==> src/hw/rtl/utf8_display_code_mapper_core_assert.svh <==
// ----------------------------------------------------------------------------
// UTF-8 display code mapper - assertion macros
// Concurrent checks, compiled out for synthesis.
// ----------------------------------------------------------------------------
`ifndef UTF8_DISPLAY_CODE_MAPPER_CORE_ASSERT_SVH
`define UTF8_DISPLAY_CODE_MAPPER_CORE_ASSERT_SVH

`ifndef SYNTHESIS
`define U8DM_ASSERT_SAME(lbl, ante, cons) \
  lbl: assert property (@(posedge clk) disable iff (rst) (ante) |-> (cons)) \
    else $error("u8dm check failed");
`define U8DM_ASSERT_NEXT(lbl, ante, cons) \
  lbl: assert property (@(posedge clk) disable iff (rst) (ante) |=> (cons)) \
    else $error("u8dm check failed");
`else
`define U8DM_ASSERT_SAME(lbl, ante, cons)
`define U8DM_ASSERT_NEXT(lbl, ante, cons)
`endif

`endif

==> src/hw/rtl/u8dm_pkg.sv <==
// ----------------------------------------------------------------------------
// UTF-8 display code mapper - package
// Shared widths, byte class constants and the stage transfer type.
// ----------------------------------------------------------------------------
package u8dm_pkg;

  localparam int CP_W        = 21;
  localparam int BYTE_W      = 8;
  localparam int CODE_W      = 9;
  localparam int ENTRY_W     = 2;
  localparam int CFG_INDEX_W = 4;
  localparam int CFG_DATA_W  = 30;
  localparam int REPLACE_W   = 30;
  localparam int KEY_W       = 22;

  localparam int REPL_VALID_BIT = 29;
  localparam int KEY_VALID_BIT  = 21;

  localparam logic [BYTE_W-1:0] LEAD2_MASK = 8'hE0;
  localparam logic [BYTE_W-1:0] LEAD2_VAL  = 8'hC0;
  localparam logic [BYTE_W-1:0] LEAD3_MASK = 8'hF0;
  localparam logic [BYTE_W-1:0] LEAD3_VAL  = 8'hE0;
  localparam logic [BYTE_W-1:0] LEAD4_MASK = 8'hF8;
  localparam logic [BYTE_W-1:0] LEAD4_VAL  = 8'hF0;

  localparam logic [CODE_W-1:0] CUSTOM_BASE = 9'd256;

  typedef struct packed {
    logic            have_cp;
    logic [CP_W-1:0] cp;
    logic            fin;
  } u8dm_cp_t;

endpackage

==> src/hw/rtl/u8dm_decode.sv <==
// ----------------------------------------------------------------------------
// UTF-8 display code mapper - byte decoder
// Gathers lead and continuation bytes into codepoints; registered stage.
// ----------------------------------------------------------------------------
module u8dm_decode (
  input  logic                          clk,
  input  logic                          rst,
  input  logic                          take,
  input  logic                          adv,
  input  logic [u8dm_pkg::BYTE_W-1:0]   text_byte,
  input  logic                          final_byte,
  output logic                          s1_valid,
  output u8dm_pkg::u8dm_cp_t            s1
);

  logic [u8dm_pkg::CP_W-1:0] partial;
  logic [u8dm_pkg::CP_W-1:0] partial_next;
  logic [1:0]                expected;
  logic [1:0]                expected_next;
  logic [u8dm_pkg::CP_W-1:0] cont;
  u8dm_pkg::u8dm_cp_t        dec;

  assign cont = {partial[u8dm_pkg::CP_W-7:0], text_byte[5:0]};

  always_comb begin
    partial_next  = partial;
    expected_next = expected;
    dec.have_cp   = 1'b0;
    dec.cp        = '0;
    dec.fin       = final_byte;
    if (expected != 2'd0) begin
      partial_next  = cont;
      expected_next = expected - 2'd1;
      if (expected == 2'd1) begin
        dec.cp      = cont;
        dec.have_cp = 1'b1;
      end
    end else if (!text_byte[7]) begin
      dec.cp      = {{(u8dm_pkg::CP_W-u8dm_pkg::BYTE_W){1'b0}}, text_byte};
      dec.have_cp = 1'b1;
    end else if ((text_byte & u8dm_pkg::LEAD2_MASK) == u8dm_pkg::LEAD2_VAL) begin
      partial_next  = {{(u8dm_pkg::CP_W-5){1'b0}}, text_byte[4:0]};
      expected_next = 2'd1;
    end else if ((text_byte & u8dm_pkg::LEAD3_MASK) == u8dm_pkg::LEAD3_VAL) begin
      partial_next  = {{(u8dm_pkg::CP_W-4){1'b0}}, text_byte[3:0]};
      expected_next = 2'd2;
    end else if ((text_byte & u8dm_pkg::LEAD4_MASK) == u8dm_pkg::LEAD4_VAL) begin
      partial_next  = {{(u8dm_pkg::CP_W-3){1'b0}}, text_byte[2:0]};
      expected_next = 2'd3;
    end
    if (dec.have_cp) begin
      partial_next = '0;
    end
    if (final_byte) begin
      partial_next  = '0;
      expected_next = 2'd0;
    end
  end

  always_ff @(posedge clk) begin
    if (rst) begin
      partial  <= '0;
      expected <= 2'd0;
      s1_valid <= 1'b0;
    end else begin
      if (take) begin
        partial  <= partial_next;
        expected <= expected_next;
        s1_valid <= 1'b1;
      end else if (adv) begin
        s1_valid <= 1'b0;
      end
    end
  end

  always_ff @(posedge clk) begin
    if (take) begin
      s1 <= dec;
    end
  end

endmodule

==> src/hw/rtl/u8dm_map.sv <==
// ----------------------------------------------------------------------------
// UTF-8 display code mapper - codepoint mapper
// Replacement and custom key lookup, slot tracking and result register.
// ----------------------------------------------------------------------------
module u8dm_map #(
  parameter int REPLACE_ENTRIES = 4,
  parameter int CUSTOM_KEYS     = 4,
  parameter int GLYPH_SLOTS     = 8
) (
  input  logic                              clk,
  input  logic                              rst,
  input  logic                              cfg_write,
  input  logic [u8dm_pkg::CFG_INDEX_W-1:0]  cfg_index,
  input  logic [u8dm_pkg::CFG_DATA_W-1:0]   cfg_data,
  input  logic                              adv,
  input  u8dm_pkg::u8dm_cp_t                s1,
  input  logic                              out_ready,
  output logic                              out_valid,
  output logic                              code_valid,
  output logic [u8dm_pkg::CODE_W-1:0]       display_code,
  output logic                              glyph_load,
  output logic [u8dm_pkg::ENTRY_W-1:0]      glyph_entry,
  output logic                              text_done
);

  localparam int SLOT_W = (GLYPH_SLOTS > 1) ? $clog2(GLYPH_SLOTS) : 1;
  localparam int CNT_W  = $clog2(GLYPH_SLOTS + 1);
  localparam int KIDX_W = (CUSTOM_KEYS > 1) ? $clog2(CUSTOM_KEYS) : 1;
  localparam int CP_W   = u8dm_pkg::CP_W;

  logic [u8dm_pkg::REPLACE_W-1:0] replace_entry [REPLACE_ENTRIES];
  logic [u8dm_pkg::KEY_W-1:0]     custom_key    [CUSTOM_KEYS];
  logic [CUSTOM_KEYS-1:0]         slot_valid;
  logic [SLOT_W-1:0]              slot_num      [CUSTOM_KEYS];
  logic [CNT_W-1:0]               next_free;

  logic                           repl_hit;
  logic [7:0]                     repl_byte;
  logic                           key_hit;
  logic [KIDX_W-1:0]              key_idx;
  logic                           avail;
  logic                           cv;
  logic                           load;
  logic [u8dm_pkg::CODE_W-1:0]    code;

  always_ff @(posedge clk) begin
    if (rst) begin
      for (int k = 0; k < REPLACE_ENTRIES; k++) begin
        replace_entry[k] <= '0;
      end
      for (int k = 0; k < CUSTOM_KEYS; k++) begin
        custom_key[k] <= '0;
      end
    end else if (cfg_write) begin
      for (int k = 0; k < REPLACE_ENTRIES; k++) begin
        if (cfg_index == u8dm_pkg::CFG_INDEX_W'(k)) begin
          replace_entry[k] <= cfg_data[u8dm_pkg::REPLACE_W-1:0];
        end
      end
      for (int k = 0; k < CUSTOM_KEYS; k++) begin
        if (cfg_index == u8dm_pkg::CFG_INDEX_W'(REPLACE_ENTRIES + k)) begin
          custom_key[k] <= cfg_data[u8dm_pkg::KEY_W-1:0];
        end
      end
    end
  end

  // lowest index wins: scan downwards
  always_comb begin
    repl_hit  = 1'b0;
    repl_byte = '0;
    for (int k = REPLACE_ENTRIES - 1; k >= 0; k--) begin
      if (replace_entry[k][u8dm_pkg::REPL_VALID_BIT] &&
          replace_entry[k][u8dm_pkg::REPL_VALID_BIT-1:8] == s1.cp) begin
        repl_hit  = 1'b1;
        repl_byte = replace_entry[k][7:0];
      end
    end
    key_hit = 1'b0;
    key_idx = '0;
    for (int k = CUSTOM_KEYS - 1; k >= 0; k--) begin
      if (custom_key[k][u8dm_pkg::KEY_VALID_BIT] &&
          custom_key[k][CP_W-1:0] == s1.cp) begin
        key_hit = 1'b1;
        key_idx = KIDX_W'(k);
      end
    end
  end

  assign avail = (next_free < CNT_W'(GLYPH_SLOTS));

  always_comb begin
    cv   = 1'b0;
    load = 1'b0;
    code = '0;
    if (s1.have_cp) begin
      if (repl_hit) begin
        cv   = 1'b1;
        code = {1'b0, repl_byte};
      end else if (avail && key_hit) begin
        cv = 1'b1;
        if (slot_valid[key_idx]) begin
          code = u8dm_pkg::CUSTOM_BASE | u8dm_pkg::CODE_W'(slot_num[key_idx]);
        end else begin
          load = 1'b1;
          code = u8dm_pkg::CUSTOM_BASE | u8dm_pkg::CODE_W'(next_free[SLOT_W-1:0]);
        end
      end else if (s1.cp[CP_W-1:8] == '0) begin
        cv   = 1'b1;
        code = {1'b0, s1.cp[7:0]};
      end
    end
  end

  always_ff @(posedge clk) begin
    if (rst) begin
      slot_valid <= '0;
      next_free  <= '0;
      out_valid  <= 1'b0;
    end else begin
      if (adv) begin
        out_valid <= cv || s1.fin;
        if (s1.fin) begin
          slot_valid <= '0;
          next_free  <= '0;
        end else if (load) begin
          slot_valid[key_idx] <= 1'b1;
          next_free           <= next_free + CNT_W'(1);
        end
      end else if (out_ready) begin
        out_valid <= 1'b0;
      end
    end
  end

  always_ff @(posedge clk) begin
    if (adv && load) begin
      slot_num[key_idx] <= next_free[SLOT_W-1:0];
    end
  end

  always_ff @(posedge clk) begin
    if (adv) begin
      code_valid   <= cv;
      display_code <= code;
      glyph_load   <= load;
      glyph_entry  <= load ? u8dm_pkg::ENTRY_W'(key_idx) : '0;
      text_done    <= s1.fin;
    end
  end

endmodule

==> src/hw/rtl/utf8_display_code_mapper_core.sv <==
// ----------------------------------------------------------------------------
// UTF-8 display code mapper core
// Pipeline: the decode stage registers the codepoint, then the map stage registers the result.
// Throughput: one byte per cycle unless out_ready stalls; slot and decoder loops each close in one register.
// Reset (synchronous, active high) clears config, decoder state and slots.
// ----------------------------------------------------------------------------
`include "utf8_display_code_mapper_core_assert.svh"

module utf8_display_code_mapper_core #(
  parameter int REPLACE_ENTRIES = 4,
  parameter int CUSTOM_KEYS     = 4,
  parameter int GLYPH_SLOTS     = 8
) (
  input  logic                              clk,
  input  logic                              rst,
  input  logic                              cfg_write,
  input  logic [u8dm_pkg::CFG_INDEX_W-1:0]  cfg_index,
  input  logic [u8dm_pkg::CFG_DATA_W-1:0]   cfg_data,
  input  logic                              in_valid,
  output logic                              in_ready,
  input  logic [u8dm_pkg::BYTE_W-1:0]       text_byte,
  input  logic                              final_byte,
  output logic                              out_valid,
  input  logic                              out_ready,
  output logic                              code_valid,
  output logic [u8dm_pkg::CODE_W-1:0]       display_code,
  output logic                              glyph_load,
  output logic [u8dm_pkg::ENTRY_W-1:0]      glyph_entry,
  output logic                              text_done
);

  logic               s1_valid;
  u8dm_pkg::u8dm_cp_t s1;
  logic               adv;
  logic               take;

  assign adv      = s1_valid && (!out_valid || out_ready);
  assign in_ready = !s1_valid || adv;
  assign take     = in_valid && in_ready;

  u8dm_decode u_decode (
    .clk        (clk),
    .rst        (rst),
    .take       (take),
    .adv        (adv),
    .text_byte  (text_byte),
    .final_byte (final_byte),
    .s1_valid   (s1_valid),
    .s1         (s1)
  );

  u8dm_map #(
    .REPLACE_ENTRIES (REPLACE_ENTRIES),
    .CUSTOM_KEYS     (CUSTOM_KEYS),
    .GLYPH_SLOTS     (GLYPH_SLOTS)
  ) u_map (
    .clk          (clk),
    .rst          (rst),
    .cfg_write    (cfg_write),
    .cfg_index    (cfg_index),
    .cfg_data     (cfg_data),
    .adv          (adv),
    .s1           (s1),
    .out_ready    (out_ready),
    .out_valid    (out_valid),
    .code_valid   (code_valid),
    .display_code (display_code),
    .glyph_load   (glyph_load),
    .glyph_entry  (glyph_entry),
    .text_done    (text_done)
  );

  `U8DM_ASSERT_SAME(a_nocode_zero, out_valid && !code_valid, display_code == '0 && !glyph_load)
  `U8DM_ASSERT_SAME(a_nocode_end, out_valid && !code_valid, text_done)
  `U8DM_ASSERT_SAME(a_load_custom, out_valid && glyph_load, code_valid && display_code[8])
  `U8DM_ASSERT_NEXT(a_stage_drain, s1_valid && !in_ready, s1_valid)

endmodule
==> config.mk <==
export PLATFORM = sky130hd
export DESIGN_NAME = utf8_display_code_mapper_core
export DESIGN_NICKNAME = d
export VERILOG_FILES = /design/src/hw/rtl/u8dm_pkg.sv /design/src/hw/rtl/u8dm_decode.sv /design/src/hw/rtl/u8dm_map.sv /design/src/hw/rtl/utf8_display_code_mapper_core.sv
export VERILOG_INCLUDE_DIRS = /design/src /design/src/hw/rtl
export SDC_FILE = /design/constraint.sdc
export NUM_CORES = 1
export LEC_CHECK = 0
export ABC_AREA = 1
export BUFFER_PORTS_ARGS = -buffer_cell sky130_fd_sc_hd__buf_2
export CORE_ASPECT_RATIO = 0.6
export CORE_MARGIN = 2
export CORE_UTILIZATION = 35
export DETAILED_ROUTE_END_ITERATION = 7
export GPL_TIMING_DRIVEN = 0
export PLACE_DENSITY = 0.57
export SLEW_MARGIN = 20
export SYNTH_ARGS = -nofsm -noshare
export SYNTH_HDL_FRONTEND = slang
export SYNTH_SLANG_ARGS = --single-unit
==> constraint.sdc <==
create_clock -name clk -period 4.29 [get_ports clk]
set_input_delay 0.2145 -clock clk [delete_from_list [all_inputs] [get_ports clk]]
set_output_delay 0.2145 -clock clk [all_outputs]
set_load 0.02 [all_outputs]
==> reports/qor.json <==
{
  "synthesis": {
    "dominantRegCellSynth": "edfxtp_1",
    "yosys_register_bits": 284,
    "netlist.top_cell.by_area": "edfxtp_1",
    "synthesis.area_um2": 13700,
    "yosysWarningCount": 0,
    "synth_edf_count": 257,
    "synth_cell_types": 46,
    "synth_area_leaders": "edfxtp_1 56%, nand2_1 11%, nor2_1 9.4%, inv_1 4.8%, dfxtp_1 3.9%",
    "async_reset_ff_share_pct": 0,
    "per_instance_average_area_after_synthesis_um2": 8.90,
    "synthCells": 1539,
    "ys_seq_area_share_pct": 60.3,
    "mappedNetlistNets": 1588,
    "synthDominantCellAreaShare_pct": 56.3
  },
  "clocking": {
    "numClockSinks": 284,
    "clk_root_buffer_cell": "clkbuf_16",
    "cts_post_setup_buffers_inserted": 0,
    "hold_buffers": 6,
    "cts_tree": "yes",
    "count_of_instances_resized_after_the_clock_tree_is_built": 0,
    "h-tree-depth": 1,
    "clock_tree.buffer_depth": 3,
    "clk-insertion-delay-late_ns": 0.56,
    "clk_transition_reported_paths_ns": 0.06,
    "tritoncts.num_buffers": 29
  },
  "route": {
    "antenna_left": 0,
    "drtPass1Iterations": 5,
    "detail_route.drc_violations": 0,
    "detailedRoute.firstIterationViolations": 1375,
    "post_drt_via_cell_ratio": 5.06,
    "vias": 11027,
    "routed_wire_length_mm": 45.1,
    "routed_wire_length_per_instance_um": 20.7
  },
  "pwr": {
    "power_density_nw_per_um2": 405,
    "share_clk_of_total_power_pct": 38.9,
    "p_sw_share_pct": 25.8,
    "power.share.sequential_pct": 51.7,
    "internal-power_uw": 4700,
    "p_leak_uw": 0.00662,
    "irDropWorstVdd_mv": 0.221,
    "comb_power_share_pct": 9.4,
    "power.switching_uw": 1630
  },
  "timing": {
    "timing.max_slew.rel_slack_pct": 25.8,
    "setup-violations-final": 0,
    "finalSetupTns_ns": 0,
    "finalWorstPathRequiredPeriod_ns": 3.33,
    "final_min_period_over_clock_period_pct": 77.6,
    "fin_worst_skew_ns": 0.0130,
    "finalHoldViolations": 0,
    "worst_slew_pin_slew_ns": 1.11,
    "grt_setup_unrepaired": "false",
    "slew_violations": 0,
    "timing.fmax_mhz": 301
  },
  "die": {
    "design.core.area_um2": 38800,
    "io_pins": 64,
    "initial_cell_density_of_the_core_pct": 35.3,
    "chipWidth_um": 259,
    "die_ar_um2": 40800,
    "die_y_um": 157,
    "rows": 56
  },
  "setup_path": {
    "crit_path_max_fanout": 10,
    "rr_worst_depth": 14,
    "type_of_element_capturing_the_critical_path": "register",
    "r2r-end": "u_map.slot_num[2][0]",
    "reg2reg_setup_slack_ns": 0.96,
    "cp_data_required_time_ns": 4.51,
    "timing_worst_setup_path_type": "reg -> reg",
    "timing.rr.start": "u_decode.s1[14]",
    "worstPathArrival_ns": 3.54,
    "start_kind": "register"
  },
  "placed_design": {
    "dpl_wire_length_mm": 32.8,
    "portBuffers": 62,
    "finalWeightedCongestion": 0.918,
    "numPlacedInstances": 2123
  },
  "hold_path": {
    "hold_path_startpoint": "text_byte[7]",
    "holdPathStages": 4,
    "holdCritPathClass": "in -> reg",
    "worstHoldEndpoint": "u_decode.partial[0]"
  },
  "layout": {
    "layout-drive-gt1-share_pct": 10.8,
    "finish.cell_count_without_fillers": 2181,
    "area_delta_synth_final_pct": 14.2,
    "finish.net_count": 1687,
    "insertedDiodeCount": 0
  },
  "global_route": {
    "globalRouteOverflowTotal": 0,
    "gr-usage-all-layers_pct": 22.1,
    "antenna_violations_before_repair": 0,
    "grt_start_max_net_pins": 31,
    "via_count_of_the_first_global_routing_pass": 9980,
    "wire_length_of_the_first_global_routing_pass_mm": 65.0
  },
  "outcome": {
    "run_status": "finished, final reports clean"
  },
  "job": {
    "maxCapViolCount": 0
  }
}
## flip-flops by register name, indices dropped and copies added, names as in the netlist
signal / cells
u_map.next_free: 4
u_map.custom_key: 88
u_map.replace_entry: 120
u_map.glyph_load: 1
u_map.display_code: 9
u_decode.partial: 15
u_map.glyph_entry: 2
u_decode.s1: 23
u_map.slot_valid: 4
u_decode.expected: 2
u_map.text_done: 1
u_decode.s1_valid: 1
u_map.out_valid: 1
u_map.slot_num: 12
u_map.code_valid: 1
## worst max path at each step
stage               cells past startpoint  slack, ns             from                    endpoint
CTS                                    14       1.02  u_decode.s1[14]        u_map.slot_num[2][1]
global placement                        5       1.01              rst  u_map.replace_entry[1][10]
detailed placement                     14       1.03  u_decode.s1[14]        u_map.slot_num[2][1]
global route                           14       0.73  u_decode.s1[14]        u_map.slot_num[2][1]
floorplan                              14       1.98  u_decode.s1[18]        u_map.slot_num[2][0]
finish                                 14       0.96  u_decode.s1[14]        u_map.slot_num[2][0]
## through the flow
| step | hold slack [ns] | power, µW | setup WS [ns] | cell area (µm²) | utilization (%) |
|---|---|---|---|---|---|
| after floorplan | 0.313 | 3640 | 1.98 | 13700 | - |
| after global placement | 0.446 | 3900 | 1.01 | 14700 | 37.8 |
| after detailed placement | 0.456 | 3910 | 1.03 | 14700 | 37.8 |
| after CTS | 0.00130 | 6340 | 1.02 | 15600 | 40.3 |
| after global routing | 0.0238 | 6540 | 0.734 | 15600 | 40.3 |
| final | 0.0198 | 6330 | 0.962 | 15600 | 40.3 |
## layout by cell type (no fill, tap or decap), drive strengths merged, types with 2 or more instances in the layout
cell type    synthesis  routed
mux2i                3       3
nor3                 3       3
inv                197     198
a21o                 5       5
a22o                 2       2
edfxtp             257     257
or2                  4       4
nand3b               6       6
nand3               35      35
nor2               347     347
a31oi                5       5
clkbuf              31      72
nand4               11      11
dfxtp               27      27
nand2              410     410
buf                 23      85
o211ai               2       2
o21ai               76      76
a21oi               34      34
dlygate4sd3          0       6
a211oi              12      12
o22ai               21      21
xor2                 7       7
xnor2               12      12
nor4                 2       2
clkinv               0       9
## Yosys cell counts, drive strengths merged (7+ instances only)
cell type,instances
clkbuf,31
dfxtp,27
edfxtp,257
xnor2,12
a21oi,34
o22ai,21
nor2,347
nand3,35
nand4,11
a211oi,12
inv,197
xor2,7
buf,23
nand2,410
o21ai,76
## power by group through the flow
stage               sequential, µW  clock [µW]  combinational, µW
floorplan                     3290           0                353
global placement              3330           0                571
detailed placement            3330           0                576
CTS                           3270        2480                583
global route                  3290        2600                653
finish                        3270        2460                595
## per-layer routing
layer	vias to the layer above	global-route usage, %	part of all wire, %
li1	5155	-	-
met1	5299	35.2	48
met2	536	30.4	40
met3	37	5.73	11
met4	0	2.82	1.0
met5	-	0	0
## worst max-delay path, cell delays in order, from the launching register on
cell and delay [ns]:
edfxtp_1 0.55, inv_2 0.24, buf_2 0.34, nand2_1 0.09, o21ai_0 0.15, nor2_1 0.09, nand4_1 0.15, nor2_1 0.06
nand3_1 0.21, nand2_1 0.08, nor2_1 0.21, nand2_1 0.13, nor2_4 0.15, nand3_4 0.14, nor3_1 0.38
## final cells by class
| cell class | count | area (µm²) |
|---|---|---|
| fill | 3909 | 23200 |
| sequential | 284 | 8260 |
| multi-input combinational | 1004 | 4440 |
| clock buffer | 41 | 843 |
| inverter | 197 | 739 |
| tap | 522 | 653 |
| timing repair buffer | 68 | 370 |
| buffer | 54 | 282 |
| clock inverter | 11 | 53.8 |
## cell families (layout without fill, tap and decap cells)
group	after synthesis	after routing	share of synthesized area [%]
AOI/OAI and AO/OA	161	161	6.67
xor gates and xnor gates	19	19	1.21
adders and majority gates	1	1	0.0913
buffers and inverters	251	371	7.45
DFF	284	284	60.3
muxes	3	3	0.219
and+or+nand+nor	820	820	24.1
(Power assumes the default switching activity.)
